$ cat config.mk
export PLATFORM = sky130hd
export DESIGN_NAME = replica_quorum_tally
export DESIGN_NICKNAME = d
export VERILOG_FILES = /design/src/design/rqt_pkg.sv /design/src/design/rqt_slot_store.sv /design/src/design/rqt_tally.sv /design/src/design/replica_quorum_tally.sv
export SDC_FILE = /design/constraint.sdc
export NUM_CORES = 1
export LEC_CHECK = 0
export BUFFER_PORTS_ARGS = -buffer_cell sky130_fd_sc_hd__buf_2
export CORE_ASPECT_RATIO = 0.6
export CORE_MARGIN = 2
export CORE_UTILIZATION = 61
export DETAILED_ROUTE_END_ITERATION = 10
export HOLD_SLACK_MARGIN = 0.12
export PLACE_DENSITY = 0.76
export SYNTH_ARGS = -nofsm -noshare
export SYNTH_HDL_FRONTEND = slang
export SYNTH_SLANG_ARGS = --single-unit
export TNS_END_PERCENT = 20
$ cat constraint.sdc
create_clock -name clk_i -period 3.21 [get_ports clk_i]
set_input_delay 0.1605 -clock clk_i [delete_from_list [all_inputs] [get_ports clk_i]]
set_output_delay 0.1605 -clock clk_i [all_outputs]
set_load 0.01 [all_outputs]
$ cat src/design/rqt_pkg.sv
package rqt_pkg;

  localparam int CFG_W   = 6;
  localparam int TGT_W   = 6;
  localparam int OKC_W   = 6;
  localparam int IN_TDW  = 16;
  localparam int OUT_TDW = 16;

  typedef enum logic [2:0] {
    ST_UNKNOWN  = 3'd0,
    ST_OK       = 3'd1,
    ST_NOINFO   = 3'd2,
    ST_OUTDATED = 3'd3,
    ST_UNAVAIL  = 3'd4
  } status_e;

  typedef enum logic {
    OP_MERGE   = 1'b0,
    OP_RESTART = 1'b1
  } op_e;

  typedef struct packed {
    logic clear;
    logic step;
  } tally_ctl_t;

  // codes above unavailable are taken as no_info
  function automatic status_e sanitize_status(logic [2:0] code);
    status_e st;
    case (code)
      3'd0:    st = ST_UNKNOWN;
      3'd1:    st = ST_OK;
      3'd2:    st = ST_NOINFO;
      3'd3:    st = ST_OUTDATED;
      3'd4:    st = ST_UNAVAIL;
      default: st = ST_NOINFO;
    endcase
    return st;
  endfunction

endpackage

$ cat src/design/rqt_slot_store.sv
module rqt_slot_store #(
  parameter int DEPTH = 32,
  parameter int AW    = 5
) (
  input  logic             clk_i,
  input  logic             rst_ni,
  input  logic             clear_i,
  input  logic             rd_en_i,
  input  logic [AW-1:0]    rd_addr_i,
  input  logic             wr_en_i,
  input  logic [AW-1:0]    wr_addr_i,
  input  rqt_pkg::status_e wr_data_i,
  output rqt_pkg::status_e rd_data_o
);
  import rqt_pkg::*;

  logic [2:0]       mem_q [DEPTH];
  logic [DEPTH-1:0] valid_q;
  logic [2:0]       rd_data_q;
  logic             rd_vld_q;

  always_ff @(posedge clk_i) begin
    if (wr_en_i) begin
      mem_q[wr_addr_i] <= wr_data_i;
    end
    if (rd_en_i) begin
      rd_data_q <= mem_q[rd_addr_i];
    end
  end

  // per-entry valid bits: an unwritten or cleared slot reads as unknown
  always_ff @(posedge clk_i or negedge rst_ni) begin
    if (!rst_ni) begin
      valid_q  <= '0;
      rd_vld_q <= 1'b0;
    end else begin
      if (clear_i) begin
        valid_q <= '0;
      end else if (wr_en_i) begin
        valid_q[wr_addr_i] <= 1'b1;
      end
      if (rd_en_i) begin
        rd_vld_q <= valid_q[rd_addr_i];
      end
    end
  end

  assign rd_data_o = rd_vld_q ? sanitize_status(rd_data_q) : ST_UNKNOWN;

endmodule

$ cat src/design/rqt_tally.sv
module rqt_tally #(
  parameter int CW = 6,
  parameter int AW = 5
) (
  input  logic                     clk_i,
  input  logic                     rst_ni,
  input  rqt_pkg::tally_ctl_t      ctl_i,
  input  rqt_pkg::status_e         cur_i,
  input  logic [AW-1:0]            slot_idx_i,
  input  logic                     reset_old_i,
  input  logic [rqt_pkg::TGT_W-1:0] tgt_i,
  input  rqt_pkg::status_e         reply_i,
  input  logic [CW-1:0]            n_i,
  output rqt_pkg::status_e         new_o,
  output logic                     decided_o,
  output rqt_pkg::status_e         owner_o,
  output logic [CW-1:0]            ok_o
);
  import rqt_pkg::*;

  logic [CW-1:0] unk_q, ok_q, outd_q, unav_q;
  logic [CW-1:0] maj;
  logic [CW:0]   ok_unk;
  status_e       st;

  always_comb begin
    st = cur_i;
    if (reset_old_i && (st != ST_UNKNOWN) && (st != ST_UNAVAIL)) begin
      st = ST_OUTDATED;
    end
    if (7'(slot_idx_i) == 7'(tgt_i)) begin
      st = reply_i;
    end
  end

  assign new_o = st;

  always_ff @(posedge clk_i or negedge rst_ni) begin
    if (!rst_ni) begin
      unk_q  <= '0;
      ok_q   <= '0;
      outd_q <= '0;
      unav_q <= '0;
    end else if (ctl_i.clear) begin
      unk_q  <= '0;
      ok_q   <= '0;
      outd_q <= '0;
      unav_q <= '0;
    end else if (ctl_i.step) begin
      case (st)
        ST_UNKNOWN:  unk_q  <= unk_q + CW'(1);
        ST_OK:       ok_q   <= ok_q + CW'(1);
        ST_OUTDATED: outd_q <= outd_q + CW'(1);
        ST_UNAVAIL:  unav_q <= unav_q + CW'(1);
        default:     ;
      endcase
    end
  end

  assign maj    = (n_i >> 1) + CW'(1);
  assign ok_unk = {1'b0, ok_q} + {1'b0, unk_q};
  assign ok_o   = ok_q;

  always_comb begin
    decided_o = 1'b0;
    owner_o   = ST_UNKNOWN;
    if (ok_q >= maj) begin
      decided_o = 1'b1;
      owner_o   = ST_OK;
    end else if (ok_unk < {1'b0, maj}) begin
      decided_o = 1'b1;
      if (unav_q > (n_i - maj)) begin
        owner_o = ST_UNAVAIL;
      end else if (outd_q != '0) begin
        owner_o = ST_OUTDATED;
      end else begin
        owner_o = ST_NOINFO;
      end
    end
  end

endmodule

$ cat src/design/replica_quorum_tally.sv
// Replica quorum tally.
// Slave stream carries one request: tuser = op (0 merge a reply, 1 restart round),
// tdata = reply_status, target_index, reset_old. Master stream returns one result
// per request: tuser = owner_decided, tdata = owner_status, ok_count.
// cfg_we_i/cfg_wdata_i set replica_count (0 acts as 1, above MAX_REPLICAS clamps);
// write it only while idle.
// A merge sweeps slots 0..n-1 through the slot store (one read and one write port),
// one slot per cycle, rewriting each slot and counting it; the vote is then taken
// on the counters. A merge passes S_SWEEP, S_DECIDE and S_FIN, a restart only
// S_FIN; a new request is taken once the result is in the output register.
// A restart clears all slot valid bits when it is accepted.
// Reset: all slots unknown, replica_count 1, output empty.
// If the receiver stalls, the result holds in the output register; a further
// result waits in the sequencer and s_axis_tready stays low until it moves on.
module replica_quorum_tally #(
  parameter int MAX_REPLICAS = 32
) (
  input  logic                         clk_i,
  input  logic                         rst_ni,
  input  logic                         cfg_we_i,
  input  logic [rqt_pkg::CFG_W-1:0]    cfg_wdata_i,
  input  logic                         s_axis_tvalid,
  output logic                         s_axis_tready,
  // [2:0] reply_status, [8:3] target_index, [9] reset_old, [15:10] zero
  input  logic [rqt_pkg::IN_TDW-1:0]   s_axis_tdata,
  // [0] op
  input  logic                         s_axis_tuser,
  output logic                         m_axis_tvalid,
  input  logic                         m_axis_tready,
  // [2:0] owner_status, [8:3] ok_count, [15:9] zero
  output logic [rqt_pkg::OUT_TDW-1:0]  m_axis_tdata,
  // [0] owner_decided
  output logic                         m_axis_tuser
);
  import rqt_pkg::*;

  localparam int AW = (MAX_REPLICAS > 1) ? $clog2(MAX_REPLICAS) : 1;
  localparam int CW = $clog2(MAX_REPLICAS + 1);

  typedef enum logic [3:0] {
    S_IDLE   = 4'b0001,
    S_SWEEP  = 4'b0010,
    S_DECIDE = 4'b0100,
    S_FIN    = 4'b1000
  } state_e;

  state_e          state_q, state_d;
  logic [CFG_W-1:0] cnt_cfg_q;
  logic [CW-1:0]   i_q, i_d;
  logic            pv_q, pv_d;
  logic [AW-1:0]   pidx_q, pidx_d;
  status_e         reply_q, reply_d;
  logic [TGT_W-1:0] tgt_q, tgt_d;
  logic            rold_q, rold_d;
  logic            res_dec_q, res_dec_d;
  status_e         res_st_q, res_st_d;
  logic [OKC_W-1:0] res_ok_q, res_ok_d;
  logic            m_valid_q, m_valid_d;
  logic            m_dec_q, m_dec_d;
  status_e         m_st_q, m_st_d;
  logic [OKC_W-1:0] m_ok_q, m_ok_d;

  logic [6:0]      cfg_ext;
  logic [CW-1:0]   n_eff;
  logic            accept, rd_en, store_clear;
  tally_ctl_t      tctl;
  status_e         cur_st, new_st, owner;
  logic            decided;
  logic [CW-1:0]   ok_cnt;

  always_ff @(posedge clk_i or negedge rst_ni) begin
    if (!rst_ni) begin
      cnt_cfg_q <= CFG_W'(1);
    end else if (cfg_we_i) begin
      cnt_cfg_q <= cfg_wdata_i;
    end
  end

  always_comb begin
    cfg_ext = {1'b0, cnt_cfg_q};
    if (cfg_ext == 7'd0) begin
      n_eff = CW'(1);
    end else if (cfg_ext > 7'(MAX_REPLICAS)) begin
      n_eff = CW'(MAX_REPLICAS);
    end else begin
      n_eff = CW'(cfg_ext);
    end
  end

  assign s_axis_tready = (state_q == S_IDLE);
  assign accept        = s_axis_tvalid && s_axis_tready;
  assign store_clear   = accept && (s_axis_tuser == OP_RESTART);

  always_comb begin
    state_d   = state_q;
    i_d       = i_q;
    pv_d      = 1'b0;
    pidx_d    = pidx_q;
    reply_d   = reply_q;
    tgt_d     = tgt_q;
    rold_d    = rold_q;
    res_dec_d = res_dec_q;
    res_st_d  = res_st_q;
    res_ok_d  = res_ok_q;
    m_valid_d = m_valid_q && !m_axis_tready;
    m_dec_d   = m_dec_q;
    m_st_d    = m_st_q;
    m_ok_d    = m_ok_q;
    rd_en     = 1'b0;
    tctl      = '0;
    unique case (state_q)
      S_IDLE: begin
        if (accept) begin
          if (s_axis_tuser == OP_RESTART) begin
            res_dec_d = 1'b0;
            res_st_d  = ST_UNKNOWN;
            res_ok_d  = '0;
            state_d   = S_FIN;
          end else begin
            reply_d    = sanitize_status(s_axis_tdata[2:0]);
            tgt_d      = s_axis_tdata[8:3];
            rold_d     = s_axis_tdata[9];
            i_d        = '0;
            tctl.clear = 1'b1;
            state_d    = S_SWEEP;
          end
        end
      end
      S_SWEEP: begin
        tctl.step = pv_q;
        if (i_q < n_eff) begin
          rd_en  = 1'b1;
          pv_d   = 1'b1;
          pidx_d = i_q[AW-1:0];
          i_d    = i_q + CW'(1);
        end else if (!pv_q) begin
          state_d = S_DECIDE;
        end
      end
      S_DECIDE: begin
        res_dec_d = decided;
        res_st_d  = owner;
        res_ok_d  = OKC_W'(ok_cnt);
        state_d   = S_FIN;
      end
      S_FIN: begin
        if (!m_valid_q || m_axis_tready) begin
          m_valid_d = 1'b1;
          m_dec_d   = res_dec_q;
          m_st_d    = res_st_q;
          m_ok_d    = res_ok_q;
          state_d   = S_IDLE;
        end
      end
      default: state_d = S_IDLE;
    endcase
  end

  always_ff @(posedge clk_i or negedge rst_ni) begin
    if (!rst_ni) begin
      state_q   <= S_IDLE;
      i_q       <= '0;
      pv_q      <= 1'b0;
      m_valid_q <= 1'b0;
    end else begin
      state_q   <= state_d;
      i_q       <= i_d;
      pv_q      <= pv_d;
      m_valid_q <= m_valid_d;
    end
  end

  always_ff @(posedge clk_i) begin
    pidx_q    <= pidx_d;
    reply_q   <= reply_d;
    tgt_q     <= tgt_d;
    rold_q    <= rold_d;
    res_dec_q <= res_dec_d;
    res_st_q  <= res_st_d;
    res_ok_q  <= res_ok_d;
    m_dec_q   <= m_dec_d;
    m_st_q    <= m_st_d;
    m_ok_q    <= m_ok_d;
  end

  rqt_slot_store #(
    .DEPTH (MAX_REPLICAS),
    .AW    (AW)
  ) u_store (
    .clk_i     (clk_i),
    .rst_ni    (rst_ni),
    .clear_i   (store_clear),
    .rd_en_i   (rd_en),
    .rd_addr_i (i_q[AW-1:0]),
    .wr_en_i   (pv_q),
    .wr_addr_i (pidx_q),
    .wr_data_i (new_st),
    .rd_data_o (cur_st)
  );

  rqt_tally #(
    .CW (CW),
    .AW (AW)
  ) u_tally (
    .clk_i       (clk_i),
    .rst_ni      (rst_ni),
    .ctl_i       (tctl),
    .cur_i       (cur_st),
    .slot_idx_i  (pidx_q),
    .reset_old_i (rold_q),
    .tgt_i       (tgt_q),
    .reply_i     (reply_q),
    .n_i         (n_eff),
    .new_o       (new_st),
    .decided_o   (decided),
    .owner_o     (owner),
    .ok_o        (ok_cnt)
  );

  assign m_axis_tvalid = m_valid_q;
  assign m_axis_tuser  = m_dec_q;
  assign m_axis_tdata  = {(OUT_TDW - 3 - OKC_W)'(0), m_ok_q, m_st_q};

endmodule

==> results.md <==
Synth:
- After synthesis, the cell types taking the most area are edfxtp_1, dfrtp_1, mux4_2.
- In this run, distinct cell masters in the synthesized netlist total 60.
- The leading register cell type out of synthesis is edfxtp_1.
- Of the post-synthesis cell area, the dominant cell type holds 0.414.
- The portion of netlist area occupied by mux cells is 0.104.
- The dominant combinational cell family by area after synthesis is multiplexers.
- The area fraction in compound gates after synthesis was 0.0930.
- Of the total synthesized cell area, the portion taken by full adders, half adders and majority gates is 0.0497.
- Of the total synthesized cell area, the portion taken by XOR and XNOR cells is 0.0195.
- The most instantiated library cell after synthesis is edfxtp_1.
- Of all cell types, the one taking the most synthesized area is edfxtp_1.
- The cell area after technology mapping is 9710 um2.
- The commonest cells after synthesis are edfxtp_1, dfrtp_1, nor2_1, mux4_2, ha_1.
- The post-synthesis simple-gate area fraction is 0.0973.
- The number of synthesized flops with an enable pin is ~130.
- The Yosys step of the flow raised 0 warnings.
- Counting flops with an async set or reset pin after synthesis yields a share of 0.359.
- The number of flip-flops and latches in the synthesized netlist is 209.
- The mean instance size in the synthesized netlist is 14.1 um2.
- Of the synthesized area, sequential elements account for 0.608.
- Synthesis produced ~690 cells.

Critical path:
- The endpoint required time on the critical path is 3.45 ns.
- The data arrival time of the worst path is 3.29 ns.
- Of all nets on the critical path, the largest fanout is 5.
- The worst setup path is launched from a flop.
- The capturing element type of the critical path is a flop.
- The critical path is of the reg2reg type.

Global route:
- The sum of overflow across all layers after global routing is 0.
- For met2 alone, demand over resource in global routing was 0.417.
- Entering global routing, the biggest net connects 76 pins.
- The met1 usage is 0.396.
- For this run, global-route usage on met3 was measured as 0.0766.
- The wire length of the first global-routing pass is 35.1 mm.
- Across every metal layer, demand over resource in global routing totals 0.271.
- The routing layer with the top usage in global route is met2.
- The via count of the first global-routing pass is between 6000 and 7000.
- The number of antenna violations at the first check in global routing is 0.

Pwr:
- The sum of internal, switching and leakage power is 6.95 mW.
- The leakage component of the power is ~4.2 nW.
- The cell area power density is 626 nW/um2.
- IR analysis of the VDD net gives a maximum drop of ~0.00064 V.

Placement:
- The total half-perimeter wirelength after legalization and detailed placement is 14.7 mm.
- Prior to clock tree synthesis, the placed netlist has a worst setup slack of -0.0631 ns.
- The quantity of I/O buffers inserted on ports is 33.
- Routability-driven placement finished with a final weighted congestion of 0.904.

Drt:
- The number of DRC markers in iteration 0 is 812.
- The detail route stage leaves a number of antenna-violating nets equal to 0.
- Wires add up to 22.2 mm.
- The number of iterations in the first detailed-routing pass is 5.
- Dividing the detail-routed wire length by the instance count gives approximately 23 um.
- For this block, the via count after detailed routing is about 6300.
- The DRC violations left is 0.
- Using the TritonRoute via totals, the vias-per-cell ratio works out to between 6 and 7.

Layout:
- The proportion of layout cells with a drive suffix above 1 is 0.201.
- The area growth from synthesis to layout is 14.4%.
- At the end of the flow, the number of nets in the layout was ~830.
- 0 antenna diodes ended up in the layout.
- u_store.mem_q holds more flip-flops than any other register.
- The number of flip-flops under the largest register name is 96.
- The largest registers in the layout are u_store.mem_q (96), u_store.valid_q (32).

Job:
- The number of max-cap violations is 0.

Floorplan:
- The height of the die is just over 100 um.
- The total number of placement rows is 35.
- The die covers 17000 um2.
- The die width is 167 um.
- The area inside the core boundary is around 15000 um2.
- The number of top-level design ports is 47.
- The initial cell density of the core is 0.628.

STA:
- The timing-limited maximum frequency is about 330 MHz.
- The count of endpoints failing hold in the final timing report is 0.
- The number of max-slew violations in the final report is 0.
- Setup repair after global routing could not meet its margin everywhere.
- The worst-margin pin slew is 1.30 ns.
- In the finished design, the share of the clock period the worst path needs comes to 0.949.
- The post-route minimum period is roughly 3.0 ns.
- The largest clock skew in the final design is between 0.01 and 0.015 ns.
- The worst slew margin relative to its limit is 0.131.
- The worst setup slack after layout is between 0.15 and 0.2 ns.
- The count of final setup violators is 0.

Status:
- The run finished with clean final reports.

Clocking:
- For this design, the sink count on the clock tree is 209.
- The clock-pin slew reported for the worst setup and hold paths after clock tree synthesis is 0.06 ns.
- In this run, CTS created clock tree buffers numbering 20.
- The root buffer cell chosen for the clock tree is clkbuf_16.
- CTS built an H-tree with a depth of 1.
- The worst-case clock buffer depth is 3.
- The clock tree from TritonCTS is done.
- Clock latency on the worst-skew pair, taken at its later pin, is approximately 0.5 ns.

Hold path:
- The worst hold path belongs to the class in2async.
## logic make-up (layout without fill, tap and decap cells)
logic type | Yosys count | after routing
XOR/XNOR | 19 | 19
other | 2 | 9
AND/OR/NAND/NOR | 177 | 177
flip-flops | 209 | 209
buffers and inverters | 57 | 142
adder cells (fa/ha/maj) | 38 | 38
multiplexers | 52 | 52
AO/OA/AOI/OAI | 134 | 134
## what timing repair did
| item | CTS | global route |
|---|---|---|
| pin swaps | 0 | 2 |
| resized for setup | 2 | 6 |
| endpoints found under the hold margin | 92 | 0 |
| buffers inserted | 0 | 3 |
| setup endpoints to repair | 1 | 3 |
| hold buffers | 30 | 0 |
## report_power, final
part           leakage, nW  internal, mW  switching, mW  total (mW)
combinational         1.64         0.623          0.742        1.37
sequential            2.24          3.09          0.177        3.27
clock                0.307          1.33          0.989        2.32
total                 4.18          5.04           1.91        6.95
## cells in the final DEF, fill, tap and decap left out, types with 5 or more instances in the layout
cell	netlist	routed
nand3_1	22	22
or3_1	9	9
o211ai_1	9	9
nand2_1	33	33
a21oi_1	28	27
ha_1	37	37
nor2b_1	8	8
nand3b_1	8	8
o31ai_1	8	8
nor2_1	50	50
nand4_1	5	5
and2_1	10	10
edfxtp_1	134	134
buf_2	5	32
clkbuf_16	0	21
inv_1	23	23
nor3_1	5	5
clkbuf_1	15	6
mux2_2	10	10
o21ai_0	32	29
buf_4	10	20
dlygate4sd3_1	0	30
o21a_1	33	33
dfrtp_1	73	72
mux4_2	38	38
xnor2_1	11	10
conb_1	2	9
xor2_1	5	5
## final cells by class
type | instances | area, um2
Sequential cell | 209 | 5900
Clock buffer | 29 | 576
Clock inverter | 7 | 58.8
Multi-Input combinational cell | 429 | 3600
Inverter | 23 | 86.3
Tap cell | 203 | 254
Fill cell | 965 | 4350
Timing Repair Buffer | 83 | 631
## path summary, 6_finish.rpt
kind	to	start	depth (start not counted)	slack, ns
min	u_store.valid_q[4]$_DFFE_PN0P_	rst_ni	2	0.34
min reg2reg	m_st_q[2]$_DFFE_PP_	res_st_q[2]$_SDFFCE_PP0P_	0	0.42
max	res_st_q[0]$_SDFFCE_PP0P_	cnt_cfg_q[5]$_DFFE_PN0P_	16	0.16
max reg2reg	res_st_q[0]$_SDFFCE_PP0P_	cnt_cfg_q[5]$_DFFE_PN0P_	16	0.16
max in group asynchronous	i_q[0]$_DFFE_PN0P_	rst_ni	2	2.11
min in group clk_i	rold_q$_DFFE_PP_	s_axis_tdata[9]	2	0.40
## per-layer routing
layer	vias to the layer above	share of wire
met5	-	0
met4	0	0.014
met3	29	0.099
met2	297	0.45
met1	3182	0.43
li1	2758	-
## metrics by stage
step                utilization  setup TNS, ns  instances  cell area [um2]  hold slack [ns]
detailed placement        0.655        -0.0631        914            10100            0.347
finish                    0.718              0        983            11100            0.341
CTS                       0.716              0        980            11100            0.385
floorplan                     -              0        695             9740           -0.135
global route              0.718        -0.0729        983            11100            0.402
global placement          0.655              0        914            10100            0.343
## worst max-delay path: stages, from the launching register on
cell and delay [ns]:
dfrtp_1 0.42, inv_1 0.08, nand2_1 0.08, inv_1 0.08, ha_1 0.24, xnor2_2 0.17
ha_1 0.35, a21oi_1 0.14, o31ai_1 0.12, xnor2_1 0.17, ha_1 0.31, o21ai_0 0.08
a21oi_1 0.13, o21bai_1 0.09, o2bb2ai_2 0.17, o21ai_2 0.09, o21ai_1 0.08
Note: power is estimated with default switching activity, not from simulation.
